==> src/rtl/core/ngfi_pkg.sv <==
// Shared constants and register codes for the normal gap fill interpolator.
package ngfi_pkg;

  // Default geometry of one normal component and the longest pending run.
  localparam int COMPONENT_BITS = 16;
  localparam int MAX_GAP        = 63;

  // Pending run count and gap (run plus one) widths.
  localparam int PEND_W = 6;
  localparam int GAP_W  = 7;

  // Configuration port.
  localparam int CFG_IDX_W  = 8;
  localparam int CFG_DATA_W = 32;
  localparam int FB_W       = 16;
  localparam int THR_W      = 30;

  localparam logic [CFG_IDX_W-1:0] CFG_FALLBACK_X    = CFG_IDX_W'(0);
  localparam logic [CFG_IDX_W-1:0] CFG_FALLBACK_Y    = CFG_IDX_W'(1);
  localparam logic [CFG_IDX_W-1:0] CFG_FALLBACK_Z    = CFG_IDX_W'(2);
  localparam logic [CFG_IDX_W-1:0] CFG_VALID_THRESH  = CFG_IDX_W'(3);

  localparam logic signed [FB_W-1:0] FALLBACK_X_RST = 16'sd0;
  localparam logic signed [FB_W-1:0] FALLBACK_Y_RST = 16'sd0;
  localparam logic signed [FB_W-1:0] FALLBACK_Z_RST = 16'sd16384;
  localparam logic [THR_W-1:0]       THRESH_RST     = 30'd2;

  // A blend's squared length is scaled up until it reaches 2^NORM_EXP.
  localparam int NORM_EXP = 40;
  localparam int SH_W     = 5;

endpackage

==> src/rtl/core/ngfi_if.sv <==
// Channel interfaces: input items, result items and configuration writes.
interface ngfi_in_if #(
  parameter int CB = ngfi_pkg::COMPONENT_BITS
);
  logic                 valid;
  logic                 ready;
  logic signed [CB-1:0] in_x;
  logic signed [CB-1:0] in_y;
  logic signed [CB-1:0] in_z;
  logic                 in_final;

  modport source (output valid, in_x, in_y, in_z, in_final, input ready);
  modport sink   (input valid, in_x, in_y, in_z, in_final, output ready);
endinterface

interface ngfi_out_if #(
  parameter int CB = ngfi_pkg::COMPONENT_BITS
);
  logic                 valid;
  logic                 ready;
  logic signed [CB-1:0] out_x;
  logic signed [CB-1:0] out_y;
  logic signed [CB-1:0] out_z;
  logic                 run_end;
  logic                 array_end;
  logic                 gap_overflow;

  modport source (output valid, out_x, out_y, out_z, run_end, array_end, gap_overflow,
                  input ready);
  modport sink   (input valid, out_x, out_y, out_z, run_end, array_end, gap_overflow,
                  output ready);
endinterface

interface ngfi_cfg_if;
  logic                              valid;
  logic                              ready;
  logic [ngfi_pkg::CFG_IDX_W-1:0]    index;
  logic [ngfi_pkg::CFG_DATA_W-1:0]   data;

  modport source (output valid, index, data, input ready);
  modport sink   (input valid, index, data, output ready);
endinterface

==> src/rtl/core/ngfi_sermul.sv <==
// Bit-serial shift-and-add multiply-accumulate unit.
module ngfi_sermul #(
  parameter int AW = 8,
  parameter int BW = 8,
  parameter int PW = 16
) (
  input  logic          clk_i,
  input  logic          rst_ni,
  input  logic          start_i,
  input  logic          clear_i,
  input  logic [AW-1:0] a_i,
  input  logic [BW-1:0] b_i,
  output logic          busy_o,
  output logic [PW-1:0] acc_o
);

  logic [PW-1:0] mcand_q, mcand_d;
  logic [PW-1:0] acc_q, acc_d;
  logic [BW-1:0] mplier_q, mplier_d;

  always_comb begin
    mcand_d  = mcand_q;
    acc_d    = acc_q;
    mplier_d = mplier_q;
    if (start_i) begin
      mcand_d  = PW'(a_i);
      mplier_d = b_i;
      if (clear_i) begin
        acc_d = '0;
      end
    end else if (mplier_q != '0) begin
      // consume one multiplier bit per cycle
      if (mplier_q[0]) begin
        acc_d = acc_q + mcand_q;
      end
      mcand_d  = mcand_q << 1;
      mplier_d = mplier_q >> 1;
    end
  end

  always_ff @(posedge clk_i or negedge rst_ni) begin
    if (!rst_ni) begin
      mcand_q  <= '0;
      acc_q    <= '0;
      mplier_q <= '0;
    end else begin
      mcand_q  <= mcand_d;
      acc_q    <= acc_d;
      mplier_q <= mplier_d;
    end
  end

  assign busy_o = (mplier_q != '0);
  assign acc_o  = acc_q;

endmodule

==> src/rtl/core/ngfi_blend.sv <==
// Serial blend engine: normalized linear blend of two normals across a gap.
module ngfi_blend #(
  parameter int CB = ngfi_pkg::COMPONENT_BITS
) (
  input  logic                          clk_i,
  input  logic                          rst_ni,
  input  logic                          start_i,
  input  logic signed [CB-1:0]          a_i [3],
  input  logic signed [CB-1:0]          b_i [3],
  input  logic [ngfi_pkg::GAP_W-1:0]    g_i,
  input  logic [ngfi_pkg::THR_W-1:0]    thr_i,
  output logic                          res_valid_o,
  input  logic                          res_ready_i,
  output logic signed [CB-1:0]          res_o [3]
);

  localparam int FRAC = CB - 2;
  localparam int QB   = CB - 1;
  localparam int MW   = CB + 6;
  localparam int SGW  = CB + 7;
  localparam int DW   = CB + 1;
  localparam int SW   = (2 * MW + 2 > 44) ? 2 * MW + 2 : 44;
  localparam int HW   = SW / 2;
  localparam int NW   = HW + FRAC + 1;
  localparam int DCW  = $clog2(QB + 1);
  localparam int GW   = ngfi_pkg::GAP_W;

  typedef enum logic [3:0] {
    B_IDLE, B_AG, B_AGW, B_T1, B_T1W, B_T2, B_T2W, B_ADV,
    B_SQ, B_SQW, B_CMP, B_NORM, B_SQRT, B_DIVL, B_DIV, B_OUT
  } bstate_e;

  bstate_e                state_q;
  logic signed [CB-1:0]   a_q [3];
  logic signed [DW-1:0]   d_q [3];
  logic signed [SGW-1:0]  s_q [3];
  logic signed [CB-1:0]   res_q [3];
  logic [GW-1:0]          g_q, k_q;
  logic [ngfi_pkg::THR_W-1:0] thr_q;
  logic [SW-1:0]          thrg_q, sq_q;
  logic [1:0]             c_q;
  logic [ngfi_pkg::SH_W-1:0] sh_q;
  logic [SW-1:0]          n_q, r_q, bit_q;
  logic [HW-1:0]          len_q;
  logic [HW:0]            rem_q;
  logic [QB-1:0]          low_q, quo_q;
  logic [DCW-1:0]         dcnt_q;

  // multiplier control
  logic          mul_start, mul_clear, mul_busy;
  logic [SW-1:0] mul_a, mul_acc;
  logic [MW-1:0] mul_b;

  logic [CB-1:0] a_mag;
  logic [MW-1:0] s_mag;
  logic [SW:0]   rt_sum;
  logic          rt_ge;
  logic [HW-1:0] ms;
  logic [NW-1:0] num;
  logic [HW+1:0] dv_try;
  logic          dv_ge;

  assign a_mag  = a_q[c_q][CB-1] ? CB'(-a_q[c_q]) : CB'(a_q[c_q]);
  assign s_mag  = s_q[c_q][SGW-1] ? MW'(-s_q[c_q]) : MW'(s_q[c_q]);
  assign rt_sum = {1'b0, r_q} + {1'b0, bit_q};
  assign rt_ge  = ({1'b0, n_q} >= rt_sum);
  assign ms     = HW'(s_mag) << sh_q;
  assign num    = (NW'(ms) << FRAC) + NW'(len_q >> 1);
  assign dv_try = {rem_q, low_q[QB-1]};
  assign dv_ge  = (dv_try >= (HW+2)'(len_q));

  always_comb begin
    mul_start = 1'b0;
    mul_clear = 1'b1;
    mul_a     = '0;
    mul_b     = '0;
    case (state_q)
      B_AG: begin
        mul_start = 1'b1;
        mul_a     = SW'(a_mag);
        mul_b     = MW'(g_q);
      end
      B_T1: begin
        mul_start = 1'b1;
        mul_a     = SW'(thr_q);
        mul_b     = MW'(g_q);
      end
      B_T2: begin
        mul_start = 1'b1;
        mul_a     = mul_acc;
        mul_b     = MW'(g_q);
      end
      B_SQ: begin
        mul_start = 1'b1;
        mul_clear = (c_q == 2'd0);
        mul_a     = SW'(s_mag);
        mul_b     = s_mag;
      end
      default: begin
        mul_start = 1'b0;
      end
    endcase
  end

  ngfi_sermul #(.AW(SW), .BW(MW), .PW(SW)) u_mul (
    .clk_i   (clk_i),
    .rst_ni  (rst_ni),
    .start_i (mul_start),
    .clear_i (mul_clear),
    .a_i     (mul_a),
    .b_i     (mul_b),
    .busy_o  (mul_busy),
    .acc_o   (mul_acc)
  );

  always_ff @(posedge clk_i or negedge rst_ni) begin
    if (!rst_ni) begin
      state_q <= B_IDLE;
      c_q     <= '0;
      k_q     <= '0;
      dcnt_q  <= '0;
    end else begin
      case (state_q)
        B_IDLE: begin
          if (start_i) begin
            for (int c = 0; c < 3; c++) begin
              a_q[c] <= a_i[c];
              d_q[c] <= DW'(b_i[c]) - DW'(a_i[c]);
            end
            g_q     <= g_i;
            k_q     <= g_i - GW'(1);
            thr_q   <= thr_i;
            c_q     <= '0;
            state_q <= B_AG;
          end
        end
        B_AG: state_q <= B_AGW;
        B_AGW: begin
          if (!mul_busy) begin
            s_q[c_q] <= a_q[c_q][CB-1] ? -$signed(SGW'(mul_acc)) : $signed(SGW'(mul_acc));
            if (c_q == 2'd2) begin
              state_q <= B_T1;
            end else begin
              c_q     <= c_q + 2'd1;
              state_q <= B_AG;
            end
          end
        end
        B_T1: state_q <= B_T1W;
        B_T1W: begin
          if (!mul_busy) begin
            state_q <= B_T2;
          end
        end
        B_T2: state_q <= B_T2W;
        B_T2W: begin
          if (!mul_busy) begin
            thrg_q  <= mul_acc;
            state_q <= B_ADV;
          end
        end
        B_ADV: begin
          // step the blend sum by one gap position
          for (int c = 0; c < 3; c++) begin
            s_q[c] <= s_q[c] + SGW'(d_q[c]);
          end
          c_q     <= '0;
          state_q <= B_SQ;
        end
        B_SQ: state_q <= B_SQW;
        B_SQW: begin
          if (!mul_busy) begin
            if (c_q == 2'd2) begin
              sq_q    <= mul_acc;
              state_q <= B_CMP;
            end else begin
              c_q     <= c_q + 2'd1;
              state_q <= B_SQ;
            end
          end
        end
        B_CMP: begin
          if (sq_q <= thrg_q) begin
            // too short to normalize: hold the previous normal
            for (int c = 0; c < 3; c++) begin
              res_q[c] <= a_q[c];
            end
            state_q <= B_OUT;
          end else begin
            sh_q    <= '0;
            state_q <= B_NORM;
          end
        end
        B_NORM: begin
          if (sq_q[SW-1:ngfi_pkg::NORM_EXP] == '0) begin
            sq_q <= sq_q << 2;
            sh_q <= sh_q + 1'b1;
          end else begin
            n_q     <= sq_q;
            r_q     <= '0;
            bit_q   <= SW'(1) << (SW - 2);
            state_q <= B_SQRT;
          end
        end
        B_SQRT: begin
          if (bit_q == '0) begin
            len_q   <= r_q[HW-1:0];
            c_q     <= '0;
            state_q <= B_DIVL;
          end else begin
            if (rt_ge) begin
              n_q <= n_q - rt_sum[SW-1:0];
              r_q <= (r_q >> 1) + bit_q;
            end else begin
              r_q <= r_q >> 1;
            end
            bit_q <= bit_q >> 2;
          end
        end
        B_DIVL: begin
          rem_q   <= (HW+1)'(num >> QB);
          low_q   <= num[QB-1:0];
          quo_q   <= '0;
          dcnt_q  <= DCW'(QB);
          state_q <= B_DIV;
        end
        B_DIV: begin
          if (dcnt_q == '0) begin
            res_q[c_q] <= s_q[c_q][SGW-1] ? -$signed(CB'(quo_q)) : $signed(CB'(quo_q));
            if (c_q == 2'd2) begin
              state_q <= B_OUT;
            end else begin
              c_q     <= c_q + 2'd1;
              state_q <= B_DIVL;
            end
          end else begin
            rem_q  <= dv_ge ? (HW+1)'(dv_try - (HW+2)'(len_q)) : (HW+1)'(dv_try);
            quo_q  <= {quo_q[QB-2:0], dv_ge};
            low_q  <= low_q << 1;
            dcnt_q <= dcnt_q - 1'b1;
          end
        end
        B_OUT: begin
          if (res_ready_i) begin
            if (k_q == GW'(1)) begin
              state_q <= B_IDLE;
            end else begin
              k_q     <= k_q - GW'(1);
              state_q <= B_ADV;
            end
          end
        end
        default: state_q <= B_IDLE;
      endcase
    end
  end

  assign res_valid_o = (state_q == B_OUT);
  assign res_o       = res_q;

endmodule

==> src/rtl/core/normal_gap_fill_interpolator_unit.sv <==
// Top level of the normal gap fill interpolator.
//
// Channels: in_i takes one normal (x, y, z in signed Q1.14, plus a flag for
// the last normal of the array); out_o gives repaired normals, each tagged
// with run_end (last result of that input), array_end and gap_overflow;
// cfg_i writes the fallback normal (index 0..2) and the validity threshold
// (index 3), and is always ready.
// One item is taken at a time. After a transfer the squared length is built
// by a bit-serial multiply-accumulate. Copies (held, first-valid, fallback,
// overflow flush) and the valid normal itself then leave at one result per
// cycle while the receiver takes them. Each blended result inside a gap
// comes from the serial blend engine: squaring, scaling, square root and
// restoring division, plus setup per run.
// A result waits in the output register while the receiver stalls; the
// engine and the copy sequencer pause until it is taken.
// Reset returns the fallback to (0, 0, 1.0), the threshold to 2 and clears
// the held normal and the pending run count; no clearing pass is needed.
module normal_gap_fill_interpolator_unit #(
  parameter int COMPONENT_BITS = ngfi_pkg::COMPONENT_BITS,
  parameter int MAX_GAP        = ngfi_pkg::MAX_GAP
) (
  input  logic       clk_i,
  input  logic       rst_ni,
  ngfi_in_if.sink    in_i,
  ngfi_out_if.source out_o,
  ngfi_cfg_if.sink   cfg_i
);

  localparam int CB  = COMPONENT_BITS;
  localparam int PW  = 2 * CB + 2;
  localparam int CW  = (PW > ngfi_pkg::THR_W) ? PW : ngfi_pkg::THR_W;
  localparam int PDW = ngfi_pkg::PEND_W;
  localparam int GW  = ngfi_pkg::GAP_W;

  typedef enum logic [2:0] {
    T_IDLE, T_SQ, T_SQW, T_CLS, T_BLEND, T_COPY
  } tstate_e;

  tstate_e               state_q;
  logic signed [CB-1:0]  cur_q [3];
  logic signed [CB-1:0]  held_q [3];
  logic signed [CB-1:0]  copy_q [3];
  logic                  final_q;
  logic                  seen_q;
  logic [PDW-1:0]        pend_q;
  logic [GW-1:0]         cnt_q;
  logic                  ovf_q;
  logic [1:0]            c_q;

  logic signed [ngfi_pkg::FB_W-1:0] fb_q [3];
  logic [ngfi_pkg::THR_W-1:0]       thr_q;

  // output register
  logic                  ovalid_q;
  logic signed [CB-1:0]  ores_q [3];
  logic                  orun_q, oarr_q, oovf_q;

  logic                  can_load;
  logic                  sq_busy;
  logic [PW-1:0]         sq_acc;
  logic [CB-1:0]         cur_mag;
  logic                  is_valid;
  logic signed [CB-1:0]  src [3];
  logic                  b_start, b_res_valid, b_res_ready;
  logic signed [CB-1:0]  b_res [3];
  logic signed [CB-1:0]  in_vec [3];

  assign can_load = !ovalid_q || out_o.ready;
  assign cur_mag  = cur_q[c_q][CB-1] ? CB'(-cur_q[c_q]) : CB'(cur_q[c_q]);
  assign is_valid = (CW'(sq_acc) > CW'(thr_q));
  assign in_vec[0] = in_i.in_x;
  assign in_vec[1] = in_i.in_y;
  assign in_vec[2] = in_i.in_z;

  // copy source: last valid normal, or the fallback before any was seen
  always_comb begin
    for (int c = 0; c < 3; c++) begin
      src[c] = seen_q ? held_q[c] : CB'(fb_q[c]);
    end
  end

  ngfi_sermul #(.AW(CB), .BW(CB), .PW(PW)) u_sqlen (
    .clk_i   (clk_i),
    .rst_ni  (rst_ni),
    .start_i (state_q == T_SQ),
    .clear_i (c_q == 2'd0),
    .a_i     (cur_mag),
    .b_i     (cur_mag),
    .busy_o  (sq_busy),
    .acc_o   (sq_acc)
  );

  assign b_start     = (state_q == T_CLS) && is_valid && seen_q && (pend_q != '0);
  assign b_res_ready = (state_q == T_BLEND) && can_load;

  ngfi_blend #(.CB(CB)) u_blend (
    .clk_i       (clk_i),
    .rst_ni      (rst_ni),
    .start_i     (b_start),
    .a_i         (held_q),
    .b_i         (cur_q),
    .g_i         (GW'(pend_q) + GW'(1)),
    .thr_i       (thr_q),
    .res_valid_o (b_res_valid),
    .res_ready_i (b_res_ready),
    .res_o       (b_res)
  );

  always_ff @(posedge clk_i or negedge rst_ni) begin
    if (!rst_ni) begin
      state_q  <= T_IDLE;
      ovalid_q <= 1'b0;
      seen_q   <= 1'b0;
      pend_q   <= '0;
      cnt_q    <= '0;
      c_q      <= '0;
      final_q  <= 1'b0;
      ovf_q    <= 1'b0;
      for (int c = 0; c < 3; c++) begin
        held_q[c] <= '0;
      end
      fb_q[0]  <= ngfi_pkg::FALLBACK_X_RST;
      fb_q[1]  <= ngfi_pkg::FALLBACK_Y_RST;
      fb_q[2]  <= ngfi_pkg::FALLBACK_Z_RST;
      thr_q    <= ngfi_pkg::THRESH_RST;
    end else begin
      // configuration writes
      if (cfg_i.valid) begin
        case (cfg_i.index)
          ngfi_pkg::CFG_FALLBACK_X:   fb_q[0] <= cfg_i.data[ngfi_pkg::FB_W-1:0];
          ngfi_pkg::CFG_FALLBACK_Y:   fb_q[1] <= cfg_i.data[ngfi_pkg::FB_W-1:0];
          ngfi_pkg::CFG_FALLBACK_Z:   fb_q[2] <= cfg_i.data[ngfi_pkg::FB_W-1:0];
          ngfi_pkg::CFG_VALID_THRESH: thr_q   <= cfg_i.data[ngfi_pkg::THR_W-1:0];
          default: ;
        endcase
      end

      // drop a result once the receiver takes it
      if (ovalid_q && out_o.ready) begin
        ovalid_q <= 1'b0;
      end

      case (state_q)
        T_IDLE: begin
          if (in_i.valid) begin
            cur_q   <= in_vec;
            final_q <= in_i.in_final;
            c_q     <= '0;
            state_q <= T_SQ;
          end
        end
        T_SQ: state_q <= T_SQW;
        T_SQW: begin
          if (!sq_busy) begin
            if (c_q == 2'd2) begin
              state_q <= T_CLS;
            end else begin
              c_q     <= c_q + 2'd1;
              state_q <= T_SQ;
            end
          end
        end
        T_CLS: begin
          ovf_q <= 1'b0;
          if (is_valid) begin
            held_q <= cur_q;
            seen_q <= 1'b1;
            pend_q <= '0;
            copy_q <= cur_q;
            if (seen_q && pend_q != '0) begin
              cnt_q   <= GW'(pend_q);
              state_q <= T_BLEND;
            end else begin
              // leading run copies the first valid normal, then itself
              cnt_q   <= GW'(pend_q) + GW'(1);
              state_q <= T_COPY;
            end
          end else if (pend_q >= PDW'(MAX_GAP)) begin
            copy_q  <= src;
            ovf_q   <= 1'b1;
            cnt_q   <= GW'(pend_q) + GW'(1);
            pend_q  <= '0;
            state_q <= T_COPY;
          end else if (final_q) begin
            copy_q  <= src;
            cnt_q   <= GW'(pend_q) + GW'(1);
            pend_q  <= '0;
            state_q <= T_COPY;
          end else begin
            pend_q  <= pend_q + 1'b1;
            state_q <= T_IDLE;
          end
          // end of array: start the next one from reset values
          if (final_q) begin
            seen_q <= 1'b0;
            pend_q <= '0;
            for (int c = 0; c < 3; c++) begin
              held_q[c] <= '0;
            end
          end
        end
        T_BLEND: begin
          if (b_res_valid && can_load) begin
            ovalid_q <= 1'b1;
            ores_q   <= b_res;
            orun_q   <= 1'b0;
            oarr_q   <= 1'b0;
            oovf_q   <= 1'b0;
            if (cnt_q == GW'(1)) begin
              state_q <= T_COPY;
            end else begin
              cnt_q <= cnt_q - GW'(1);
            end
          end
        end
        T_COPY: begin
          if (can_load) begin
            ovalid_q <= 1'b1;
            ores_q   <= copy_q;
            orun_q   <= (cnt_q == GW'(1));
            oarr_q   <= final_q && (cnt_q == GW'(1));
            oovf_q   <= ovf_q;
            if (cnt_q == GW'(1)) begin
              state_q <= T_IDLE;
            end else begin
              cnt_q <= cnt_q - GW'(1);
            end
          end
        end
        default: state_q <= T_IDLE;
      endcase
    end
  end

  assign in_i.ready         = (state_q == T_IDLE);
  assign cfg_i.ready        = 1'b1;
  assign out_o.valid        = ovalid_q;
  assign out_o.out_x        = ores_q[0];
  assign out_o.out_y        = ores_q[1];
  assign out_o.out_z        = ores_q[2];
  assign out_o.run_end      = orun_q;
  assign out_o.array_end    = oarr_q;
  assign out_o.gap_overflow = oovf_q;

  // Blend results only appear while the sequencer forwards them.
  assert property (@(posedge clk_i) disable iff (!rst_ni)
    b_res_valid |-> state_q == T_BLEND)
    else $error("blend result outside of blend phase");

  // The pending run never grows past its limit.
  assert property (@(posedge clk_i) disable iff (!rst_ni)
    pend_q <= PDW'(MAX_GAP))
    else $error("pending run above limit");

  // The end of an array is always the end of its item's results.
  assert property (@(posedge clk_i) disable iff (!rst_ni)
    (ovalid_q && oarr_q) |-> orun_q)
    else $error("array end without run end");

  // A finished array leaves no valid normal behind.
  assert property (@(posedge clk_i) disable iff (!rst_ni)
    (state_q == T_COPY && can_load && cnt_q == GW'(1) && final_q) |=> !seen_q)
    else $error("held state survives end of array");

endmodule
==> src/flat_wrapper.sv <==
// flat-port wrapper written by rule: the top's interface ports become plain ports
module normal_gap_fill_interpolator_unit_flat 
#(
  parameter int COMPONENT_BITS = ngfi_pkg::COMPONENT_BITS,
  parameter int MAX_GAP        = ngfi_pkg::MAX_GAP
)
  (clk_i, rst_ni, in_i_valid, in_i_in_x, in_i_in_y, in_i_in_z, in_i_in_final, in_i_ready, out_o_valid, out_o_out_x, out_o_out_y, out_o_out_z, out_o_run_end, out_o_array_end, out_o_gap_overflow, out_o_ready, cfg_i_valid, cfg_i_index, cfg_i_data, cfg_i_ready);
  ngfi_in_if in_i_i ();
  ngfi_out_if out_o_i ();
  ngfi_cfg_if cfg_i_i ();
  input  logic clk_i;
  input  logic rst_ni;
  input wire logic [$bits(in_i_i.valid)-1:0] in_i_valid;
  input wire logic [$bits(in_i_i.in_x)-1:0] in_i_in_x;
  input wire logic [$bits(in_i_i.in_y)-1:0] in_i_in_y;
  input wire logic [$bits(in_i_i.in_z)-1:0] in_i_in_z;
  input wire logic [$bits(in_i_i.in_final)-1:0] in_i_in_final;
  output wire logic [$bits(in_i_i.ready)-1:0] in_i_ready;
  output wire logic [$bits(out_o_i.valid)-1:0] out_o_valid;
  output wire logic [$bits(out_o_i.out_x)-1:0] out_o_out_x;
  output wire logic [$bits(out_o_i.out_y)-1:0] out_o_out_y;
  output wire logic [$bits(out_o_i.out_z)-1:0] out_o_out_z;
  output wire logic [$bits(out_o_i.run_end)-1:0] out_o_run_end;
  output wire logic [$bits(out_o_i.array_end)-1:0] out_o_array_end;
  output wire logic [$bits(out_o_i.gap_overflow)-1:0] out_o_gap_overflow;
  input wire logic [$bits(out_o_i.ready)-1:0] out_o_ready;
  input wire logic [$bits(cfg_i_i.valid)-1:0] cfg_i_valid;
  input wire logic [$bits(cfg_i_i.index)-1:0] cfg_i_index;
  input wire logic [$bits(cfg_i_i.data)-1:0] cfg_i_data;
  output wire logic [$bits(cfg_i_i.ready)-1:0] cfg_i_ready;
  assign in_i_i.valid = in_i_valid;
  assign in_i_i.in_x = in_i_in_x;
  assign in_i_i.in_y = in_i_in_y;
  assign in_i_i.in_z = in_i_in_z;
  assign in_i_i.in_final = in_i_in_final;
  assign in_i_ready = in_i_i.ready;
  assign out_o_valid = out_o_i.valid;
  assign out_o_out_x = out_o_i.out_x;
  assign out_o_out_y = out_o_i.out_y;
  assign out_o_out_z = out_o_i.out_z;
  assign out_o_run_end = out_o_i.run_end;
  assign out_o_array_end = out_o_i.array_end;
  assign out_o_gap_overflow = out_o_i.gap_overflow;
  assign out_o_i.ready = out_o_ready;
  assign cfg_i_i.valid = cfg_i_valid;
  assign cfg_i_i.index = cfg_i_index;
  assign cfg_i_i.data = cfg_i_data;
  assign cfg_i_ready = cfg_i_i.ready;
  normal_gap_fill_interpolator_unit #(.COMPONENT_BITS(COMPONENT_BITS), .MAX_GAP(MAX_GAP)) u_core (.clk_i(clk_i), .rst_ni(rst_ni), .in_i(in_i_i), .out_o(out_o_i), .cfg_i(cfg_i_i));
endmodule
==> config.mk <==
export PLATFORM = sky130hd
export DESIGN_NAME = normal_gap_fill_interpolator_unit_flat
export DESIGN_NICKNAME = d
export VERILOG_FILES = /design/src/rtl/core/ngfi_pkg.sv /design/src/rtl/core/ngfi_if.sv /design/src/rtl/core/ngfi_sermul.sv /design/src/rtl/core/ngfi_blend.sv /design/src/rtl/core/normal_gap_fill_interpolator_unit.sv /design/src/flat_wrapper.sv
export SDC_FILE = /design/constraint.sdc
export NUM_CORES = 2
export LEC_CHECK = 0
export ABC_AREA = 1
export ABC_CLOCK_PERIOD_IN_PS = 14400
export BUFFER_PORTS_ARGS = -buffer_cell sky130_fd_sc_hd__clkbuf_2
export CAP_MARGIN = 20
export CORE_MARGIN = 3
export CORE_UTILIZATION = 60
export CTS_CLUSTER_DIAMETER = 80
export CTS_CLUSTER_SIZE = 16
export DETAILED_ROUTE_END_ITERATION = 7
export GPL_ROUTABILITY_DRIVEN = 0
export PLACE_DENSITY = 0.87
export REMOVE_ABC_BUFFERS = 1
export SYNTH_ARGS = -nofsm -noshare
export SYNTH_HDL_FRONTEND = slang
export SYNTH_SLANG_ARGS = --single-unit
==> constraint.sdc <==
create_clock -name clk_i -period 14.4 [get_ports clk_i]
set_clock_uncertainty 0.15 [all_clocks]
set_input_delay 1.44 -clock clk_i [delete_from_list [all_inputs] [get_ports clk_i]]
set_output_delay 1.44 -clock clk_i [all_outputs]
set_load 0.005 [all_outputs]
==> out/results.tsv <==
stage	metric	value	unit
power_and_ir_drop	Cell Int Power	0.00697	W
timing	Hold Vio Cnt, Final	0	
clock_network	Post-CTS Resized	0	
finish	Area Growth Syn to Fin	6.84	%
worst_setup_path	first element of the critical path	u_core.u_blend.r_q[2]$_SDFFCE_PN0P_	
power_and_ir_drop	combinational share of power	47.7	%
job	number of max-cap violations	0	
worst_setup_path	Crit-path slowest cell	nand3_1	
floorplanning	Die X	337	um
finish	final-stage net count	8285	
floorplanning	die area	114000	um2
global_route	global route overflow	0	
synth	share of Yosys cell area claimed by the top area cell type	32.5	%
clock_network	Post-CTS Setup Inserts	0	
placement	number of buffer cells added on primary ports	144	
synth	Yosys Warn Count	0	
synth	Avg Inst Size Synth	8.53	um2
worst_setup_path	Critical Path AT	7.25	ns
timing	final worst path period need	6.97	ns
clock_network	Hold-fix buffers, CTS	0	
placement	post-DP HPWL	136	mm
synth	cell count after synthesis	7722	
power_and_ir_drop	cell area power density	181	nW/um2
finish	multi-input logic area	30800	um2
timing	final setup vio count	0	
global_route	largest net degree at the start of global routing	166	
floorplanning	Die Span Y	337	um
worst_setup_path	Worst R2R Start	u_core.u_blend.r_q[2]$_SDFFCE_PN0P_	
synth	Yosys cell types	70	
worst_setup_path	WP data required	14.68	ns
timing	setup TNS	0	ns
power_and_ir_drop	clock share of power	17.2	%
synth	top cells by instance count after synthesis	nand2_1 (1,594), inv_1 (954), o21ai_0 (732), edfxtp_1 (712), nor2_1 (594)	
clock_network	TritonCTS buffer count	79	
power_and_ir_drop	Worst VDD drop	0.176	mV
power_and_ir_drop	switching power	0.00574	W
finish	fill count	7956	
synth	most common cell in the netlist	nand2_1	
global_route	GRT Overall Usage	32.8	%
worst_setup_path	crit-path max FO	23	
clock_network	clock latency on the worst-skew pair	0.69	ns
worst_setup_path	CP startpoint kind	flip-flop	
clock_network	clock sinks	1075	
timing	Final Cycle Share	48.4	%
clock_network	clock-pin slew on the worst setup and hold paths	0.08	ns
worst_setup_path	crit path capture	u_core.u_blend.r_q[1]$_SDFFCE_PN0P_	
power_and_ir_drop	Flop pwr share	35.1	%
placement	Inst Count DP	9087	
synth	sequential area share after synthesis	46.3	%
synth	Synth area leader	edfxtp_1	
floorplanning	# rows	120	
synth	Area contributors post-synth	edfxtp_1 (32%), dfrtp_1 (14%), nand2_1 (9.1%)	
floorplanning	Starting Density	61.0	%
detailed_routing	Avg WL per Cell	20.4	um
worst_setup_path	critical path class	flip-flop to flip-flop	
global_route	initial antenna violation count	7	
floorplanning	# IOs	148	
global_route	first-pass GRT wire length	296	mm
power_and_ir_drop	Sw Share	45.2	%
worst_setup_path	Worst path max stage delay	0.64	ns
finish	final core occ	65.1	%
timing	f_max	143	MHz
detailed_routing	DRC violation total after the first TritonRoute iteration	7854	
power_and_ir_drop	Lkg Pwr	30.5	nW
timing	Rel. slew slack	21.5	%
synth	prevailing post-synth register cell	edfxtp_1	
clock_network	TritonCTS clock tree	yes	
timing	Pins Over Slew Limit	0	
placement	Post-Place Worst Slack	7.66	ns
run_status	status	finished clean	
finish	Reg area	30500	um2
detailed_routing	DRT antenna net count	0	
timing	WHS	0.290	ns
worst_setup_path	Most common cell on crit path	nand2_1	
detailed_routing	Post-route DRC	0	
timing	unrepaired setup endpoints after global routing	no	
worst_setup_path	R2R depth	32	
synth	asr flop ratio synth	33.8	%
finish	final non-filler cell total	9232	
detailed_routing	Pre-antenna DRT Iters	7	
detailed_routing	Vias	58104	
worst_setup_path	Crit Reg-Reg Endpoint	u_core.u_blend.r_q[1]$_SDFFCE_PN0P_	
detailed_routing	Via density	6.29	
global_route	vias in the first global route	55911	
clock_network	maximum buffer depth of the clock tree	3	
worst_setup_path	Worst Setup End Kind	flip-flop	
synth	Post-synth EDFFs	712	
clock_network	H-tree depth	3	
synth	post-synthesis cell area	65800	um2
worst_setup_path	R2R Setup Slk	7.43	ns
timing	setup slack after layout	7.43	ns
hold_path	Hold WC Path Type	flip-flop to flip-flop	
timing	Worst-Margin Slew	1.18	ns
floorplanning	Core Area	108000	um2
synth	Seq cells post-synth	1075	
clock_network	Root Driver	clkbuf_16	
detailed_routing	Post-Route WL	188	mm
finish	share of post-route cells with drive strength above 1	6.33	%
cell type report:
cell class	count	area share, %
Multi-Input combinational cell	5429	43.8
Sequential cell	1075	43.3
Inverter	974	5.20
Clock buffer	122	3.05
Tap cell	1403	2.50
Timing Repair Buffer	209	1.82
Clock inverter	14	0.276
Antenna cell	6	0.0213
cell families after synthesis:
logic type / synth area share [%]
AO/OA/AOI/OAI: 15.6
flip-flops: 46.3
AND/OR/NAND/NOR: 18.0
other: 0.00570
adder cells (fa/ha/maj): 8.17
XOR/XNOR: 3.95
buffers and inverters: 7.19
multiplexers: 0.838
worst min path at each step:
stage               cells past startpoint  slack (ns)                                  end                          start
detailed placement                      0        0.28  u_core.u_blend.a_q[0][12]$_DFFE_PP_  u_core.held_q[44]$_DFFE_PN0P_
global placement                        0        0.28   u_core.u_blend.a_q[2][6]$_DFFE_PP_   u_core.held_q[6]$_DFFE_PN0P_
finish                                  0        0.29   u_core.u_blend.a_q[1][6]$_DFFE_PP_  u_core.held_q[22]$_DFFE_PN0P_
CTS                                     0        0.29   u_core.u_blend.a_q[1][6]$_DFFE_PP_  u_core.held_q[22]$_DFFE_PN0P_
global route                            0        0.30   u_core.u_blend.a_q[1][5]$_DFFE_PP_  u_core.held_q[21]$_DFFE_PN0P_
floorplan                               0        0.27  u_core.u_blend.a_q[0][10]$_DFFE_PP_  u_core.held_q[42]$_DFFE_PN0P_
metrics by stage:
stage               power (W)  instance area (um2)
floorplan             0.00843                64800
global placement      0.00998                67900
detailed placement     0.0102                67900
CTS                    0.0124                70300
global route           0.0134                70300
finish                 0.0127                70300
worst max-delay path: cells and delay by family (launching register included):
| family | cells | cell delay (ns) |
|---|---|---|
| and+or+nand+nor | 15 | 1.98 |
| adders and majority gates | 2 | 0.71 |
| DFF | 1 | 0.50 |
| AOI/OAI and AO/OA | 11 | 2.53 |
| buffers and inverters | 3 | 0.70 |
| xor gates and xnor gates | 1 | 0.15 |
state kept, by name, summed over array words and instances, names as in the netlist, 48 cells and up:
signal	count
u_core.fb_q	48
u_core.u_blend.a_q	48
u_core.u_blend.d_q	51
u_core.copy_q	48
u_core.cur_q	48
u_core.u_blend.res_o	48
u_core.held_q	48
u_core.u_blend.s_q	92
layout by cell type (no fill, tap or decap), types with 19 or more instances in the layout:
master	n
a21o_1	19
a21oi_1	552
a31oi_1	71
buf_4	60
clkbuf_1	42
clkbuf_16	79
clkbuf_2	143
dfrtp_1	359
edfxtp_1	712
ha_1	412
inv_1	953
mux2_2	49
nand2_1	1589
nand2_2	33
nand3_1	404
nand4_1	60
nor2_1	582
nor3_1	55
nor4_1	22
o2111ai_1	21
o211ai_1	96
o21a_1	30
o21ai_0	729
o21ai_1	24
o21bai_1	24
o221ai_1	25
o22ai_1	128
o31ai_1	30
xnor2_1	102
xor2_1	195
power by group through the flow:
stage | registers [W] | logic, W | clock network [W]
3_5_place_dp | 0.00449 | 0.00576 | 0
4_1_cts | 0.00443 | 0.00584 | 0.00218
5_1_grt | 0.00449 | 0.00665 | 0.00229
2_1_floorplan | 0.00439 | 0.00404 | 0
6_report | 0.00446 | 0.00606 | 0.00219
3_3_place_gp | 0.00446 | 0.00552 | 0
per-layer routing:
metal | GRT usage [%] | vias to the layer above | wire length, um
li1 | - | 26513 | -
met1 | 41.1 | 26807 | 68200
met2 | 51.8 | 3967 | 84400
met3 | 7.17 | 813 | 22500
met4 | 20.3 | 4 | 13400
met5 | 0 | - | 27
Note: power is estimated with default switching activity, not from simulation.
